## src/design/ebf_pkg.sv

```systemverilog
// ----------------------------------------------------------------------------
// ebf_pkg
// Shared codes, field widths and control types of the extended bridge finder.
// ----------------------------------------------------------------------------
`default_nettype none

package ebf_pkg;

  // field widths
  localparam int KIND_W = 2;
  localparam int END_W  = 3;
  localparam int CNT_W  = 4;
  localparam int REP_W  = 2;

  // command kinds
  localparam logic [KIND_W-1:0] KIND_ADD   = 2'd0;
  localparam logic [KIND_W-1:0] KIND_FIND  = 2'd1;
  localparam logic [KIND_W-1:0] KIND_CLEAR = 2'd2;

  // report codes
  localparam logic [REP_W-1:0] REP_OK     = 2'd0;
  localparam logic [REP_W-1:0] REP_REJECT = 2'd1;
  localparam logic [REP_W-1:0] REP_BRIDGE = 2'd2;
  localparam logic [REP_W-1:0] REP_DONE   = 2'd3;

  // vertex count minimum and reset value
  localparam logic [CNT_W-1:0] MIN_COUNT   = 4'd3;
  localparam logic [CNT_W-1:0] RESET_COUNT = 4'd8;

  // sequencer to flood unit
  typedef struct packed {
    logic init;
    logic step;
  } flood_ctl_t;

  // flood unit to sequencer
  typedef struct packed {
    logic finish;
    logic gap;
  } flood_sts_t;

endpackage

`default_nettype wire

```

## src/design/extended_bridge_finder_core.sv

```systemverilog
// ----------------------------------------------------------------------------
// extended_bridge_finder_core
// Finds edges whose two endpoints together disconnect an undirected graph.
// ----------------------------------------------------------------------------
// Commands are taken when start is high and busy is low. An add or a clear
// gives a single word, which appears on the result ports in the next cycle.
// Unused kinds are dropped and give no word. A find is run by a small
// sequencer that scans vertex pairs in matrix order. For each stored edge it
// runs R flood rounds, in each of which the flood unit ors one adjacency row
// per cycle over the n vertices in use. Here R is the eccentricity of the
// start vertex in the cut graph plus one, at most n-2. A finish state issues
// the done word, which shows in the first cycle after busy falls. Every result
// is valid for exactly one cycle with result_valid_o and cannot be held off.
// last_o marks the final word of a command. The vertex count register is
// written through the cfg channel only while the block is idle, no command is
// offered and no word is on the result ports.
`default_nettype none

module extended_bridge_finder_core
  import ebf_pkg::*;
#(
  parameter int MAX_VERTICES = 8
) (
  input  wire logic              clk_i,
  input  wire logic              rst_ni,
  // command channel
  input  wire logic              start,
  output logic                   busy,
  input  wire logic [KIND_W-1:0] kind_i,
  input  wire logic [END_W-1:0]  end_a_i,
  input  wire logic [END_W-1:0]  end_b_i,
  // result channel
  output logic                   result_valid_o,
  output logic      [REP_W-1:0]  report_o,
  output logic      [END_W-1:0]  bridge_low_o,
  output logic      [END_W-1:0]  bridge_high_o,
  output logic                   last_o,
  // configuration channel
  input  wire logic              cfg_valid_i,
  output logic                   cfg_ready_o,
  input  wire logic [CNT_W-1:0]  cfg_data_i
);

  localparam int VW = $clog2(MAX_VERTICES);
  localparam int CW = $clog2(MAX_VERTICES + 1);
  localparam int IW = CW + 1;
  localparam logic [CNT_W-1:0] MAX_COUNT = CNT_W'(MAX_VERTICES);

  localparam logic [1:0] S_IDLE   = 2'd0;
  localparam logic [1:0] S_SCAN   = 2'd1;
  localparam logic [1:0] S_FLOOD  = 2'd2;
  localparam logic [1:0] S_FINISH = 2'd3;

  logic [1:0]              state_q, state_d;
  logic [VW-1:0]           lo_q, lo_d;
  logic [VW-1:0]           hi_q, hi_d;
  logic [CNT_W-1:0]        vertex_count_q;
  logic                    rv_q, rv_d;
  logic [REP_W-1:0]        report_q, report_d;
  logic [END_W-1:0]        low_q, low_d;
  logic [END_W-1:0]        high_q, high_d;
  logic                    last_q, last_d;
  logic [CNT_W-1:0]        n_full;
  logic [CW-1:0]           n_c;
  logic                    accept;
  logic                    adv;
  logic                    adj_clr;
  logic                    adj_set;
  logic [VW-1:0]           rd_addr;
  logic [VW-1:0]           flood_addr;
  logic [MAX_VERTICES-1:0] rd_row;
  logic [IW-1:0]           hi_p1;
  logic [IW-1:0]           lo_p2;
  flood_ctl_t              flood_ctl;
  flood_sts_t              flood_sts;

  // vertex count in use, clamped
  always_comb begin
    if (vertex_count_q < MIN_COUNT) begin
      n_full = MIN_COUNT;
    end else if (vertex_count_q > MAX_COUNT) begin
      n_full = MAX_COUNT;
    end else begin
      n_full = vertex_count_q;
    end
  end
  assign n_c = CW'(n_full);

  assign busy        = (state_q != S_IDLE);
  assign accept      = start && !busy;
  assign cfg_ready_o = !busy && !start && !rv_q;

  // configuration register
  always_ff @(posedge clk_i or negedge rst_ni) begin
    if (!rst_ni) begin
      vertex_count_q <= RESET_COUNT;
    end else if (cfg_valid_i && cfg_ready_o) begin
      vertex_count_q <= cfg_data_i;
    end
  end

  // next pair in matrix order
  assign hi_p1 = IW'(hi_q) + IW'(1);
  assign lo_p2 = IW'(lo_q) + IW'(2);

  // command sequencer
  always_comb begin
    state_d   = state_q;
    lo_d      = lo_q;
    hi_d      = hi_q;
    rv_d      = 1'b0;
    report_d  = REP_OK;
    low_d     = '0;
    high_d    = '0;
    last_d    = 1'b0;
    adj_clr   = 1'b0;
    adj_set   = 1'b0;
    adv       = 1'b0;
    flood_ctl = '0;
    case (state_q)
      S_IDLE: begin
        if (accept) begin
          case (kind_i)
            KIND_ADD: begin
              rv_d   = 1'b1;
              last_d = 1'b1;
              if ((CNT_W'(end_a_i) >= n_full) || (CNT_W'(end_b_i) >= n_full)) begin
                report_d = REP_REJECT;
              end else begin
                adj_set = (end_a_i != end_b_i);
              end
            end
            KIND_FIND: begin
              lo_d    = VW'(0);
              hi_d    = VW'(1);
              state_d = S_SCAN;
            end
            KIND_CLEAR: begin
              adj_clr = 1'b1;
              rv_d    = 1'b1;
              last_d  = 1'b1;
            end
            default: begin
            end
          endcase
        end
      end
      S_SCAN: begin
        if (rd_row[hi_q]) begin
          flood_ctl.init = 1'b1;
          state_d        = S_FLOOD;
        end else begin
          adv = 1'b1;
        end
      end
      S_FLOOD: begin
        flood_ctl.step = 1'b1;
        if (flood_sts.finish) begin
          state_d = S_SCAN;
          adv     = 1'b1;
          if (flood_sts.gap) begin
            rv_d     = 1'b1;
            report_d = REP_BRIDGE;
            low_d    = END_W'(lo_q);
            high_d   = END_W'(hi_q);
          end
        end
      end
      S_FINISH: begin
        rv_d     = 1'b1;
        report_d = REP_DONE;
        last_d   = 1'b1;
        state_d  = S_IDLE;
      end
      default: begin
        state_d = S_IDLE;
      end
    endcase
    if (adv) begin
      if (hi_p1 < IW'(n_c)) begin
        hi_d = VW'(hi_p1);
      end else if (lo_p2 < IW'(n_c)) begin
        lo_d = lo_q + VW'(1);
        hi_d = VW'(lo_p2);
      end else begin
        state_d = S_FINISH;
      end
    end
  end

  always_ff @(posedge clk_i or negedge rst_ni) begin
    if (!rst_ni) begin
      state_q <= S_IDLE;
      rv_q    <= 1'b0;
    end else begin
      state_q <= state_d;
      rv_q    <= rv_d;
    end
  end

  // pair indexes and result word
  always_ff @(posedge clk_i) begin
    lo_q     <= lo_d;
    hi_q     <= hi_d;
    report_q <= report_d;
    low_q    <= low_d;
    high_q   <= high_d;
    last_q   <= last_d;
  end

  assign rd_addr = (state_q == S_FLOOD) ? flood_addr : lo_q;

  ebf_adj #(
    .MAX_VERTICES (MAX_VERTICES),
    .VW           (VW)
  ) u_adj (
    .clk_i     (clk_i),
    .rst_ni    (rst_ni),
    .clr_i     (adj_clr),
    .set_i     (adj_set),
    .set_a_i   (VW'(end_a_i)),
    .set_b_i   (VW'(end_b_i)),
    .rd_addr_i (rd_addr),
    .rd_row_o  (rd_row)
  );

  ebf_flood #(
    .MAX_VERTICES (MAX_VERTICES),
    .VW           (VW),
    .CW           (CW)
  ) u_flood (
    .clk_i      (clk_i),
    .rst_ni     (rst_ni),
    .ctl_i      (flood_ctl),
    .lo_i       (lo_q),
    .hi_i       (hi_q),
    .n_i        (n_c),
    .row_i      (rd_row),
    .row_addr_o (flood_addr),
    .sts_o      (flood_sts)
  );

  assign result_valid_o = rv_q;
  assign report_o       = report_q;
  assign bridge_low_o   = low_q;
  assign bridge_high_o  = high_q;
  assign last_o         = last_q;

  // a find ends with exactly one done word
  a_done_on_fall: assert property (@(posedge clk_i) disable iff (!rst_ni)
    $fell(busy) |-> (result_valid_o && (report_o == REP_DONE) && last_o))
    else $error("find ended without done word");

  // a bridge word never closes a command
  a_bridge_not_last: assert property (@(posedge clk_i) disable iff (!rst_ni)
    (result_valid_o && (report_o == REP_BRIDGE)) |-> (!last_o && busy))
    else $error("bridge word marked last or outside a find");

  // endpoints are zero except on bridge words
  a_zero_endpoints: assert property (@(posedge clk_i) disable iff (!rst_ni)
    (result_valid_o && (report_o != REP_BRIDGE)) |->
      ((bridge_low_o == '0) && (bridge_high_o == '0)))
    else $error("endpoints set on non-bridge word");

  // accepted find keeps the block busy
  a_find_busy: assert property (@(posedge clk_i) disable iff (!rst_ni)
    (accept && (kind_i == KIND_FIND)) |=> (busy && !result_valid_o))
    else $error("find did not start");

  // bridge endpoints are ordered
  a_bridge_order: assert property (@(posedge clk_i) disable iff (!rst_ni)
    (result_valid_o && (report_o == REP_BRIDGE)) |-> (bridge_low_o < bridge_high_o))
    else $error("bridge endpoints out of order");

endmodule

`default_nettype wire

```

## src/design/ebf_adj.sv

```systemverilog
// ----------------------------------------------------------------------------
// ebf_adj
// Adjacency bit matrix: symmetric pair set, full clear, one row read port.
// ----------------------------------------------------------------------------
`default_nettype none

module ebf_adj #(
  parameter int MAX_VERTICES = 8,
  parameter int VW           = 3
) (
  input  wire logic                    clk_i,
  input  wire logic                    rst_ni,
  input  wire logic                    clr_i,
  input  wire logic                    set_i,
  input  wire logic [VW-1:0]           set_a_i,
  input  wire logic [VW-1:0]           set_b_i,
  input  wire logic [VW-1:0]           rd_addr_i,
  output logic      [MAX_VERTICES-1:0] rd_row_o
);

  logic [MAX_VERTICES-1:0] rows_q [MAX_VERTICES];

  // clear empties every row; a set stores both directions of an edge together
  always_ff @(posedge clk_i or negedge rst_ni) begin
    if (!rst_ni) begin
      for (int r = 0; r < MAX_VERTICES; r++) begin
        rows_q[r] <= '0;
      end
    end else if (clr_i) begin
      for (int r = 0; r < MAX_VERTICES; r++) begin
        rows_q[r] <= '0;
      end
    end else if (set_i) begin
      rows_q[set_a_i][set_b_i] <= 1'b1;
      rows_q[set_b_i][set_a_i] <= 1'b1;
    end
  end

  // row read
  assign rd_row_o = rows_q[rd_addr_i];

endmodule

`default_nettype wire

```

## src/design/ebf_flood.sv

```systemverilog
// ----------------------------------------------------------------------------
// ebf_flood
// Reachability flood with two vertices removed; ors one adjacency row a cycle.
// ----------------------------------------------------------------------------
`default_nettype none

module ebf_flood
  import ebf_pkg::*;
#(
  parameter int MAX_VERTICES = 8,
  parameter int VW           = 3,
  parameter int CW           = 4
) (
  input  wire logic                    clk_i,
  input  wire logic                    rst_ni,
  input  wire flood_ctl_t              ctl_i,
  input  wire logic [VW-1:0]           lo_i,
  input  wire logic [VW-1:0]           hi_i,
  input  wire logic [CW-1:0]           n_i,
  input  wire logic [MAX_VERTICES-1:0] row_i,
  output logic      [VW-1:0]           row_addr_o,
  output flood_sts_t                   sts_o
);

  logic [MAX_VERTICES-1:0] reached_q, reached_d;
  logic [MAX_VERTICES-1:0] frontier_q, frontier_d;
  logic [MAX_VERTICES-1:0] next_q, next_d;
  logic [VW-1:0]           v_q, v_d;
  logic [MAX_VERTICES-1:0] mask;
  logic [MAX_VERTICES-1:0] next_full;
  logic [MAX_VERTICES-1:0] fresh;
  logic [VW-1:0]           start_v;
  logic                    pass_end;

  // vertices in use
  always_comb begin
    for (int i = 0; i < MAX_VERTICES; i++) begin
      mask[i] = (CW'(i) < n_i);
    end
  end

  // start vertex avoids both removed endpoints
  always_comb begin
    if ((lo_i == VW'(0)) && (hi_i == VW'(1))) begin
      start_v = VW'(2);
    end else if (lo_i == VW'(0)) begin
      start_v = VW'(1);
    end else begin
      start_v = VW'(0);
    end
  end

  assign next_full = next_q | (frontier_q[v_q] ? row_i : '0);
  assign fresh     = next_full & mask & ~reached_q;
  assign pass_end  = ((CW'(v_q) + CW'(1)) == n_i);

  // flood sequencing
  always_comb begin
    reached_d  = reached_q;
    frontier_d = frontier_q;
    next_d     = next_q;
    v_d        = v_q;
    if (ctl_i.init) begin
      reached_d  = (MAX_VERTICES'(1) << lo_i) | (MAX_VERTICES'(1) << hi_i)
                 | (MAX_VERTICES'(1) << start_v);
      frontier_d = MAX_VERTICES'(1) << start_v;
      next_d     = '0;
      v_d        = '0;
    end else if (ctl_i.step) begin
      if (pass_end) begin
        reached_d  = reached_q | fresh;
        frontier_d = fresh;
        next_d     = '0;
        v_d        = '0;
      end else begin
        next_d = next_full;
        v_d    = v_q + VW'(1);
      end
    end
  end

  always_ff @(posedge clk_i or negedge rst_ni) begin
    if (!rst_ni) begin
      reached_q  <= '0;
      frontier_q <= '0;
      next_q     <= '0;
      v_q        <= '0;
    end else begin
      reached_q  <= reached_d;
      frontier_q <= frontier_d;
      next_q     <= next_d;
      v_q        <= v_d;
    end
  end

  assign row_addr_o   = v_q;
  assign sts_o.finish = ctl_i.step && pass_end && (fresh == '0);
  assign sts_o.gap    = ((reached_q | fresh) & mask) != mask;

endmodule

`default_nettype wire

```

## config.mk

```make
export PLATFORM = sky130hd
export DESIGN_NAME = extended_bridge_finder_core
export DESIGN_NICKNAME = d
export VERILOG_FILES = /design/src/design/ebf_pkg.sv /design/src/design/extended_bridge_finder_core.sv /design/src/design/ebf_adj.sv /design/src/design/ebf_flood.sv
export SDC_FILE = /design/constraint.sdc
export NUM_CORES = 1
export LEC_CHECK = 0
export BUFFER_PORTS_ARGS = -buffer_cell sky130_fd_sc_hd__buf_2
export CAP_MARGIN = 40
export CORE_UTILIZATION = 55
export DETAILED_ROUTE_END_ITERATION = 10
export GPL_ROUTABILITY_DRIVEN = 0
export GPL_TIMING_DRIVEN = 0
export PLACE_DENSITY = 0.72
export SLEW_MARGIN = 20
export SYNTH_ARGS = -nofsm -noshare
export SYNTH_HDL_FRONTEND = slang
export SYNTH_HIERARCHICAL = 1
export SYNTH_SLANG_ARGS = --single-unit
```

## constraint.sdc

```tcl
create_clock -name clk_i -period 11.99 [get_ports clk_i]
set_input_delay 1.7985 -clock clk_i [delete_from_list [all_inputs] [get_ports clk_i]]
set_output_delay 1.7985 -clock clk_i [all_outputs]
set_load 0.05 [all_outputs]
```

* Word-level counts from Yosys, hierarchy flattened
Index checks and enable logic that the tools add are counted.
Storage, ports and cells: logic and storage cells 182, input port bits 16, output and inout bits 12, register bits after elaboration 113
Operators by class: multiplexer cells 80, equality and inequality tests 9, magnitude comparators 25, add/subtract/negate cells 5, bitwise operators 13, shift operators 3, reduce and logical (&&, ||, !) cells 26
Operators with widths (count):
- two-way mux 64 bit | 2
- bitwise OR 64 bit | 2
- two-way mux 8 bit | 14
- two-way mux 3 bit | 17
- demux 8 bit (select 3 bit) | 2
- bitwise OR 8 bit | 4
- bitwise AND 8 bit | 3
- binary-select mux 8 bit (select 3 bit) | 1
- two-way mux 1 bit | 24
- left shift 1 x 3 -> 8 bit (first input constant) | 3
- two-way mux 2 bit | 9
- < comparator 3 x 4 -> 1 bit (first input constant) | 4
- < comparator 3 x 4 -> 1 bit (second input constant) | 4
- >= comparator 4 bit (second input constant) | 3
- NOT 3 -> 4 bit | 3
- logical AND 1 bit | 11
- adder 3 x 1 -> 4 bit (second input constant) | 2
- >= comparator 3 x 4 -> 1 bit | 2
- logical NOT 8 bit | 1
- < comparator 1 x 4 -> 1 bit (first input constant) | 2
- < comparator 2 x 4 -> 1 bit (first input constant) | 2
- < comparator 4 x 1 -> 1 bit (second input constant) | 2
- < comparator 4 bit | 2
- two-way mux 4 bit | 2
- other kinds (26) | 40

* Logic depth before layout (Yosys ltp)
Gate-level depths: netlist of run 1.
depth in word-level cells 17, mapped depth 17, mapped depth without buffers 14

* Cells and area by module
The synthesis of run 1 kept the hierarchy.
By module, submodules not included:
- ebf_adj | cells each 291, area each 3221.8 sq um, instances 1, sequential area each 1601.5 sq um
- ebf_flood | cells each 196, area each 1734.2 sq um, instances 1, sequential area each 675.6 sq um
- extended_bridge_finder_core | cells each 156, area each 1438.9 sq um, instances 1, sequential area each 476.7 sq um

* Least setup slack after synthesis of run 1
No wires, ideal clock.
path kind in2out, start input start, end output cfg_ready_o, stages on the path 1, buffers on the path 0, data arrival time 2.905 ns, path slack 7.286 ns, required time 10.192 ns, cell sequence nor3_1
Between the ends: longest elaborated chain between the ends 3
RTL lines:
- start: declaration | RTL line extended_bridge_finder_core.sv:27 | input wire logic start,
- logical NOT 1 bit | RTL line extended_bridge_finder_core.sv:91 | assign cfg_ready_o = !busy && !start && !rv_q;
- logical AND 1 bit (2 in a row) | RTL line extended_bridge_finder_core.sv:91
- end: declaration | RTL line extended_bridge_finder_core.sv:40 | output logic cfg_ready_o,
Every way passes these cells.

==> impl_metrics.ini, run 1 <==
[worst_setup_path]
setup.worst_path.class = flip-flop to flip-flop
arrival_ns = 5.03
r2r-end = lo_q[0]$_DFF_P_
critical-path-top-delay-family = multiplexers
crit_chain = inv_1, ha_1, clkbuf_1, mux2_2, buf_2, buf_2, mux4_1, mux2_4, a31oi_1, a2bb2oi_1, and4_1, and3_1, a31oi_1, nor3b_2, mux2i_1
worstPathRequired_ns = 12.34
critPathLaunch = state_q[0]$_DFF_PN0_
reg2reg_depth = 15
rr_startpoint = state_q[0]$_DFF_PN0_
cp_max_fo = 10
cp_slowest_stage_delay_ns = 0.45
crit_cells = 15
cp-start-kind = flip-flop
crit_path_end_kind = flip-flop
critPathSlowestCell = dfrtp_1
endpoint = lo_q[0]$_DFF_P_
critPathBufInv = 4
reg2reg_slack_ns = 7.31

[route]
vias = 5226
antenna_left = 0
routed_via_density = 6.177
drc_errors = 0
wl_per_cell_um = 19.67
drtIter0Drc = 469
wl_um = 16650
drtPass1Iterations = 5

[clock_tree]
clkSlewWorstSetupHoldPaths_ns = 0.05
cts_hold_buf = 0
cts_made_buffers = 17
postCtsSetupRepairBufs = 0
htreeDepth = 4
cts_tree = done
cts_sinks = 113
cts_buffer_depth = 2
cts-root-buf = clkbuf_16
cts_resized = 0
insertion_delay_ns = 0.43

[floorplanning]
die_h_um = 109.8
io-pin-count = 28
start_util_pct = 56.25
core-area_sq_um = 11370
dieArea_sq_um = 12060
fp-row-count = 39
die_w_um = 109.8

[timing]
fmax_ghz = 0.2137
period_needed_ns = 4.679
setup_tns_ns = 0
rsz0062_at_grt = no
fin_crit_sh_pct = 39.02
setup_violations = 0
slew_viol_final = 0
hold_viol = 0
worst_pin_slew_ns = 0.6061
finClkSkew_ns = 0.007268
max_slew_margin_pct = 59.44

[synth]
synth_xor_area_share_pct = 1.233
synth.area.top_cells = dfrtp_1 38%, dfxtp_1 4.7%, inv_1 4.5%, ha_1 3.9%, mux4_1 3.7%
synth-compound-area-share_pct = 18.10
synth_top_area_cell = dfrtp_1
yosysWarnings = 6
synth-simple-area-share_pct = 15.34
netlist_instances = 643
avgSynthCellArea_sq_um = 9.945
synth.area.mux_share_pct = 10.68
ys_ff_latch = 113
synth_top_area_share_pct = 37.96
synth_cell_types = 76
synth_async_sr_flop_share_pct = 86.73
synthFlopType = dfrtp_1
synth_fp_nets = 679
synth_edf_count = 0
synth_fa_ha_area_share_pct = 3.913
synth_top_family_by_area = compound AO/OA/AOI/OAI gates
syn_area_sq_um = 6395
ys_seq_area_share_pct = 43.06

[grt]
antenna_found_initial = 0
track_usage_pct = 30.65
grt_pass1_wl_um = 27000
grt-ovfl-total = 0
grt_max_degree = 59
first_global_vias = 5298

[power]
pwr_density_cell_nw_per_um2 = 230.0
vdd_drop_max_mv = 0.1776
p_total_w = 0.001692
p_leak_nw = 3.244

[finish]
layout.nets = 726
layout-drive-gt1-share_pct = 17.64
fillers = 914
area_delta_synth_final_pct = 15.05
antenna_cells = 0

[run_status]
status = complete, no violations

[placement]
io_buffers = 27
dp_hpwl_um = 12020

[run]
max_cap_viol_count = 0

[min_path]
min-delay-start = u_flood/reached_q[0]$_DFFE_PN0P_
hold_class = flip-flop to flip-flop
[final cells by class]
cell class              count  area, sq um  share of cell area [%]
repair buffers             28        168.9                   2.296
flip-flops and latches    113         2754                   37.43
plain buffers              36        201.4                   2.738
inverters                  77        289.0                   3.929
clock buffers              20        456.7                   6.207
well taps                 143        178.9                   2.432
clock inverters            12        157.7                   2.143
multi-input cells         417         3151                   42.82
[routing by layer]
layer	part of all wire [%]	vias up	GRT usage, %
met2	49	208	50.80
met3	6.8	35	8.180
li1	-	2418	-
met1	42	2565	37.47
met4	2.7	0	13.52
met5	0	-	0
[where the power goes]
group	switching, W	internal (W)	leakage [nW]
Clock	0.000184	0.000338	0.293
Combinational	0.000390	0.000265	1.51
Sequential	0.0000649	0.000450	1.44
[through the flow]
stage,hold WS [ns],setup WS [ns],std cells,cell area [sq um],utilization [%]
CTS,0.5044,7.392,846,7357,64.71
global route,0.5267,7.063,846,7357,64.71
global placement,0.4611,7.527,813,6709,59.01
finish,0.5024,7.312,846,7357,64.71
floorplan,0.4392,7.286,643,6395,-
detailed placement,0.4891,7.453,814,6743,59.30
[cells in the final DEF, fill, tap and decap left out, drive strengths merged, types with 6 or more instances in the layout]
cell type and count:
a21oi 46, and3 8, and4bb 8, ha 20
buf 45, a31oi 14, o31a 6, nor2 43
dfrtp 97, o22ai 17, nand3 16, nor2b 13
a22oi 14, o21ai 39, mux2i 9, nand2 28
mux4 17, inv 78, clkbuf 39, and2 9
nand2b 6, nor3 14, dfxtp 15, mux2 13
[registers in the layout (all words and copies together) (netlist names)]
| signal | cells |
|---|---|
| u_adj/rows_q | 64 |
| u_flood/frontier_q | 8 |
| u_flood/next_q | 8 |
| u_flood/reached_q | 8 |
| vertex_count_q | 4 |
| bridge_high_o | 3 |
| bridge_low_o | 3 |
| hi_q | 3 |
| lo_q | 3 |
| u_flood/row_addr_o | 3 |
| report_o | 2 |
| state_q | 2 |
| last_o | 1 |
| result_valid_o | 1 |
[how the worst min path moves through the flow]
| stage | endpoint | slack, ns | cells past startpoint |
|---|---|---|---|
| finish | u_flood/reached_q[0]$_DFFE_PN0P_ | 0.50 | 2 |
| global placement | u_flood/reached_q[0]$_DFFE_PN0P_ | 0.46 | 2 |
| global route | u_adj/rows_q[3]$_DFFE_PN0P_ | 0.53 | 2 |
| floorplan | u_flood/reached_q[0]$_DFFE_PN0P_ | 0.44 | 2 |
| detailed placement | u_adj/rows_q[7]$_DFFE_PN0P_ | 0.49 | 2 |
| CTS | u_adj/rows_q[7]$_DFFE_PN0P_ | 0.50 | 2 |
[worst reg2reg max path, delay by kind of cell, from the launching register on]
family	cells	cell delay, ns
multiplexers	4	1.19
AND/OR/NAND/NOR	3	0.95
AO/OA/AOI/OAI	3	0.61
flip-flops	1	0.45
buffers and inverters	4	1.10
adder cells (fa/ha/maj)	1	0.30
[kinds of logic after synthesis]
family / count (synthesis)
buffers and inverters: 113
muxes: 39
DFF: 113
AOI/OAI and AO/OA: 175
xor gates and xnor gates: 9
adders and majority gates: 20
and+or+nand+nor: 174
[synth_stat cells, drive strengths merged (4+ instances only)]
master	count
nor2	43
mux2	13
clkbuf	19
buf	17
mux4	17
a22oi	14
a21oi	46
o31a	6
and3	8
o22ai	17
dfrtp	97
nand2	28
nor3b	4
nor2b	13
o21ai	39
mux2i	9
and2	9
a31o	5
nand2b	6
xor2	5
ha	20
nor3	14
xnor2	4
and4bb	8
nand4	4
nand3b	4
inv	77
a31oi	14
nand3	16
dfxtp	15
(Power assumes the default switching activity.)
==> run 2: changes to the inputs <==
==> constraint.sdc (replaced) <==
create_clock -name clk_i -period 4.4 [get_ports clk_i]
set_input_delay 0.66 -clock clk_i [delete_from_list [all_inputs] [get_ports clk_i]]
set_output_delay 0.66 -clock clk_i [all_outputs]
set_load 0.05 [all_outputs]
==> run 2 against run 1 <==
Compared with the run above:
- critical path depth unchanged
- register-to-register slack worse by 7.1 ns
- fmax up 12%
- clock skew up 0.0068 ns
- non-clock buffer count unchanged
- global-route usage about the same
- worst hold slack worse by 0.35 ns
- combinational power rose to 2.7 times the previous value
- sequential share of layout area down 0.076 points
- first-iteration DRC count up 6.0%
- power rose to 2.7 times the previous value
- sequential power rose to 2.7 times the previous value
- critical endpoint unchanged
==> impl_metrics.ini, run 2 (synthesis gave the netlist of run 1 again) <==
[run_status]
status = complete, no violations

[clock_tree]
cts_sinks = 113
insertion_delay_ns = 0.43
cts-root-buf = clkbuf_16
htreeDepth = 4
cts_made_buffers = 17
clkSlewWorstSetupHoldPaths_ns = 0.05
cts_buffer_depth = 2
cts_tree = done

[worst_setup_path]
cp_slowest_stage_delay_ns = 0.44
critPathSlowestCell = dfrtp_1
setup.worst_path.class = flip-flop to flip-flop
crit_top_cell = buf_2
arrival_ns = 4.53
crit_chain = inv_1, ha_2, mux2_2, buf_2, buf_2, mux4_2, mux2_4, a31o_2, a222oi_1, and4_2, and3_1, a31oi_1, nor3b_2, buf_4, mux2i_1
crit_path_end_kind = flip-flop
cp_max_fo = 15
worstPathRequired_ns = 4.74
cp-start-kind = flip-flop

[route]
drtPass1Iterations = 5
drc_errors = 0
drtIter0Drc = 497
antenna_left = 0
vias = 5251
routed_via_density = 6.207
wl_per_cell_um = 19.77
wl_um = 16730

[finish]
layout-drive-gt1-share_pct = 18.35
stdcell_area_sq_um = 7372
finalNonFillerCells = 846
area_delta_synth_final_pct = 15.28
fillers = 910
layout_commonest_cell = dfrtp_1
layout_common_cells = 97 x dfrtp_1, 76 x inv_1, 46 x a21oi_1
antenna_cells = 0
layout.nets = 726
regMostFlops = u_adj/rows_q
largest_reg_flops = 64

[floorplanning]
die_h_um = 109.8
core-area_sq_um = 11370
fp-row-count = 39
dieArea_sq_um = 12060
io-pin-count = 28
die_w_um = 109.8
start_util_pct = 56.25

[grt]
track_usage_pct = 30.66
first_global_vias = 5303
grt_max_degree = 59
grt_pass1_wl_um = 27020
antenna_found_initial = 0
grt-ovfl-total = 0

[timing]
rsz0062_at_grt = no
fin_crit_sh_pct = 95.26
hold_ws_ns = 0.1549
setup_violations = 0
slew_viol_final = 0
max_slew_margin_pct = 58.67
period_needed_ns = 4.191
worst_pin_slew_ns = 0.6177
finClkSkew_ns = 0.01405
fmax_ghz = 0.2386
hold_viol = 0

[placement]
place_inst = 814
place_area_sq_um = 6743
io_buffers = 27
dp_hpwl_um = 12020

[run]
max_cap_viol_count = 0

[power]
p_leak_nw = 3.251
pwr_density_cell_nw_per_um2 = 626.6
vdd_drop_max_mv = 0.4842
p_total_w = 0.004619

[min_path]
hold_class = primary input to async pin
[run 2: metrics by stage]
stage | utilization [%] | setup TNS [ns] | setup slack [ns]
final | 64.84 | 0 | 0.2087
after global routing | 64.84 | 0 | 0.01233
after CTS | 64.78 | 0 | 0.03141
after detailed placement | 59.30 | -0.5043 | -0.1372
after global placement | 59.01 | -0.2194 | -0.06272
after floorplan | - | 0 | 0.5822
[run 2: layout make-up]
type | instances | area, sq um | area share, %
buffer | 35 | 198.9 | 2.699
clock buffer | 20 | 456.7 | 6.195
clock inverter | 12 | 157.7 | 2.138
inverter | 77 | 289.0 | 3.921
multi-input combinational | 417 | 3161 | 42.87
sequential | 113 | 2754 | 37.36
tap | 143 | 178.9 | 2.427
timing repair buffer | 29 | 176.4 | 2.393
[run 2: worst paths after layout]
check | depth (start not counted) | slack (ns) | endpoint | from
max | 15 | 0.21 | lo_q[0]$_DFF_P_ | state_q[0]$_DFF_PN0_
min | 1 | 0.15 | u_flood/reached_q[4]$_DFFE_PN0P_ | rst_ni
max reg2reg | 15 | 0.21 | lo_q[0]$_DFF_P_ | state_q[0]$_DFF_PN0_
min reg2reg | 2 | 0.49 | u_flood/reached_q[0]$_DFFE_PN0P_ | u_flood/reached_q[0]$_DFFE_PN0P_
max in group asynchronous | 2 | 3.60 | vertex_count_q[3]$_DFFE_PN1P_ | rst_ni
min in group clk_i | 3 | 0.45 | vertex_count_q[1]$_DFFE_PN0P_ | cfg_data_i[1]
[run 2: per-layer routing]
metal  part of all wire [%]  global-route usage (%)  up-vias
met2                     49                   50.80      230
met5                      0                       0        -
met3                    6.3                   8.180       34
met1                     42                   37.51     2566
li1                       -                       -     2421
met4                    2.9                   13.52        0
[run 2: worst max-delay path: cells and delay by family (launching register included)]
| kind | cells | cell delay (ns) |
|---|---|---|
| flops | 1 | 0.44 |
| simple gates | 3 | 0.74 |
| mux | 4 | 1.16 |
| compound gates | 3 | 0.66 |
| buf+inv | 4 | 0.75 |
| fa+ha+maj | 1 | 0.37 |
[run 2: repair_timing]
item,in CTS,in global routing
buffers inserted,1,0
endpoints found under the setup margin,10,12
hold buffers,0,0
pin swaps,1,0
gates resized for setup,1,6
[run 2: power by group]
part           leakage, nW  internal (W)  total [W]  switching (W)
Sequential            1.44       0.00123    0.00140       0.000177
Clock                0.293      0.000920    0.00142       0.000501
Combinational         1.52      0.000725    0.00179        0.00107
==> run 3: changes to the inputs <==
--- a/config.mk
+++ b/config.mk
@@ -5,13 +5,13 @@
 export SDC_FILE = /design/constraint.sdc
 export NUM_CORES = 1
 export LEC_CHECK = 0
-export BUFFER_PORTS_ARGS = -buffer_cell sky130_fd_sc_hd__buf_2
 export CAP_MARGIN = 40
 export CORE_UTILIZATION = 55
 export DETAILED_ROUTE_END_ITERATION = 10
+export DONT_BUFFER_PORTS = 1
 export GPL_ROUTABILITY_DRIVEN = 0
 export GPL_TIMING_DRIVEN = 0
-export PLACE_DENSITY = 0.72
+export PLACE_DENSITY = 0.7
 export SLEW_MARGIN = 20
 export SYNTH_ARGS = -nofsm -noshare
 export SYNTH_HDL_FRONTEND = slang
==> run 3 against run 2 <==
Compared with the run above:
- first-iteration DRC count fell by 25%
- clock power barely moved
- design area fell by 1.7%
- combinational power fell by 3%
- clock skew fell by 0.0046 ns
- wire length fell by 0.12%
- critical endpoint is now hi_q[2]$_DFF_P_
- largest cell class unchanged
- highest routed layer unchanged
==> impl_metrics.ini, run 3 (synthesis gave the netlist of run 1 again) <==
[clock_tree]
clkSlewWorstSetupHoldPaths_ns = 0.06
cts_buffer_depth = 2
cts_made_buffers = 17
cts-root-buf = clkbuf_16
cts_sinks = 113
cts_tree = done
insertion_delay_ns = 0.42
htreeDepth = 4

[grt]
grt-ovfl-total = 0
met2_usage_pct = 50.18
track_usage_pct = 30.96
met1_usage_pct = 39.86
top_usage_layer = met2
grt_pass1_wl_um = 27300
antenna_found_initial = 0
first_global_vias = 5211
met3_usage_pct = 7.232
grt_max_degree = 98

[route]
drtIter0Drc = 372
vias = 5170
wl_um = 16710
wl_per_cell_um = 20.40
routed_via_density = 6.313
antenna_left = 0
drtPass1Iterations = 7
drc_errors = 0

[worst_setup_path]
reg2reg_depth = 14
arrival_ns = 4.46
worstPathRequired_ns = 4.71
cp_max_fo = 15
crit_path_end_kind = flip-flop
critPathLaunch = state_q[0]$_DFF_PN0_
setup.worst_path.class = flip-flop to flip-flop
rr_startpoint = state_q[0]$_DFF_PN0_
cp-start-kind = flip-flop

[finish]
largest_reg_flops = 64
antenna_cells = 0
layout.nets = 699
regMostFlops = u_adj/rows_q
layout_commonest_cell = dfrtp_1
layout_common_cells = 97 x dfrtp_1, 76 x inv_1, 46 x a21oi_1
area_delta_synth_final_pct = 13.27
stdcell_area_sq_um = 7243
finalNonFillerCells = 819
fillers = 918
layout-drive-gt1-share_pct = 15.53

[power]
p_sw_w = 0.001751
pwr_density_cell_nw_per_um2 = 636.1
p_leak_nw = 3.124
vdd_drop_max_mv = 0.4303
power.share.switching_pct = 38.01
power_frac_comb_pct = 37.8
cellInternalPower_w = 0.002856
seq_power_share_pct = 31.4
p_clk_share_pct = 30.9

[floorplanning]
io-pin-count = 28
die_h_um = 109.8
fp-row-count = 39
start_util_pct = 56.25
die_w_um = 109.8
core-area_sq_um = 11370
dieArea_sq_um = 12060

[timing]
fmax_ghz = 0.2406
layout_setup_ws_ns = 0.2437
hold_viol = 0
rsz0062_at_grt = no
fin_crit_sh_pct = 94.46
hold_ws_ns = 0.07630
finClkSkew_ns = 0.009450
slew_viol_final = 0
worst_pin_slew_ns = 0.8578
max_slew_margin_pct = 42.50
setup_violations = 0
period_needed_ns = 4.156

[placement]
place_area_sq_um = 6579
place_inst = 786
io_buffers = 0
pre_cts_slack_ns = -0.1431
dp_hpwl_um = 11700

[run_status]
status = complete, no violations

[run]
max_cap_viol_count = 0

[min_path]
hold_class = primary input to async pin
## run 3: cell count changes in the layout (fill, tap and decap cells not counted)
cell and change:
buf_6 -1, nor2_1 -1, nor3_2 +1, clkinv_4 -2, inv_6 +1, buf_2 -26
a31oi_1 -1, a31oi_2 +1, nor3_1 -1, nor2_2 +1, clkinvlp_4 +1
## run 3: power by group through the flow
| stage | clock (W) | sequential (W) | combinational, W |
|---|---|---|---|
| 3_5_place_dp | 0 | 0.00146 | 0.00167 |
| 6_report | 0.00142 | 0.00144 | 0.00174 |
| 3_3_place_gp | 0 | 0.00145 | 0.00161 |
| 2_1_floorplan | 0 | 0.00139 | 0.00133 |
| 4_1_cts | 0.00143 | 0.00144 | 0.00172 |
| 5_1_grt | 0.00148 | 0.00147 | 0.00190 |
## run 3: what timing repair did
item                       4_1_cts  5_1_grt
hold endpoints to repair        97        0
pin swaps                        1        1
hold buffers                     1        0
gates resized for setup          4        5
buffers inserted                 0        1
gates cloned                     0        0
setup endpoints to repair       11       10
## run 3: worst paths after layout
check	to	slack, ns
min in group clk_i	vertex_count_q[3]$_DFFE_PN1P_	0.35
hold / removal	vertex_count_q[3]$_DFFE_PN1P_	0.08
setup / recovery	hi_q[2]$_DFF_P_	0.24
hold reg to reg	u_flood/reached_q[0]$_DFFE_PN0P_	0.47
max in group asynchronous	u_adj/rows_q[29]$_DFFE_PN0P_	3.83
setup reg to reg	hi_q[2]$_DFF_P_	0.24
## run 3: stage by stage
stage               total power [W]  TNS, ns  util, %
floorplan                  0.002719        0        -
global placement           0.003059  -0.2325    57.82
detailed placement         0.003131  -0.7332    57.86
CTS                        0.004594        0    63.64
global route               0.004854        0    63.71
finish                     0.004608        0    63.71
## run 3: critical path, stage by stage (launching register included)
cell and delay, ns:
dfrtp_1 0.44, inv_1 0.13, ha_2 0.37, mux2_2 0.40
buf_2 0.20, buf_2 0.24, mux4_2 0.30, mux2_4 0.29
a31o_2 0.25, a222oi_1 0.29, and4_2 0.35, and3_1 0.20
a31oi_1 0.07, o21a_1 0.25, a22o_1 0.24
## run 3: layout make-up
type	instances	area, sq um	area share, %
Buffer	35	198.9	2.747
Clock buffer	20	456.7	6.305
Multi-Input combinational cell	417	3174	43.82
Timing Repair Buffer	2	35.03	0.4837
Clock inverter	12	156.4	2.159
Sequential cell	113	2754	38.02
Tap cell	143	178.9	2.470
Inverter	77	289.0	3.990
## run 3: metal layers
layer	vias to the layer above	part of all wire, %
li1	2364	-
met1	2553	42
met2	216	49
met3	37	6.5
met4	0	2.7
met5	-	0
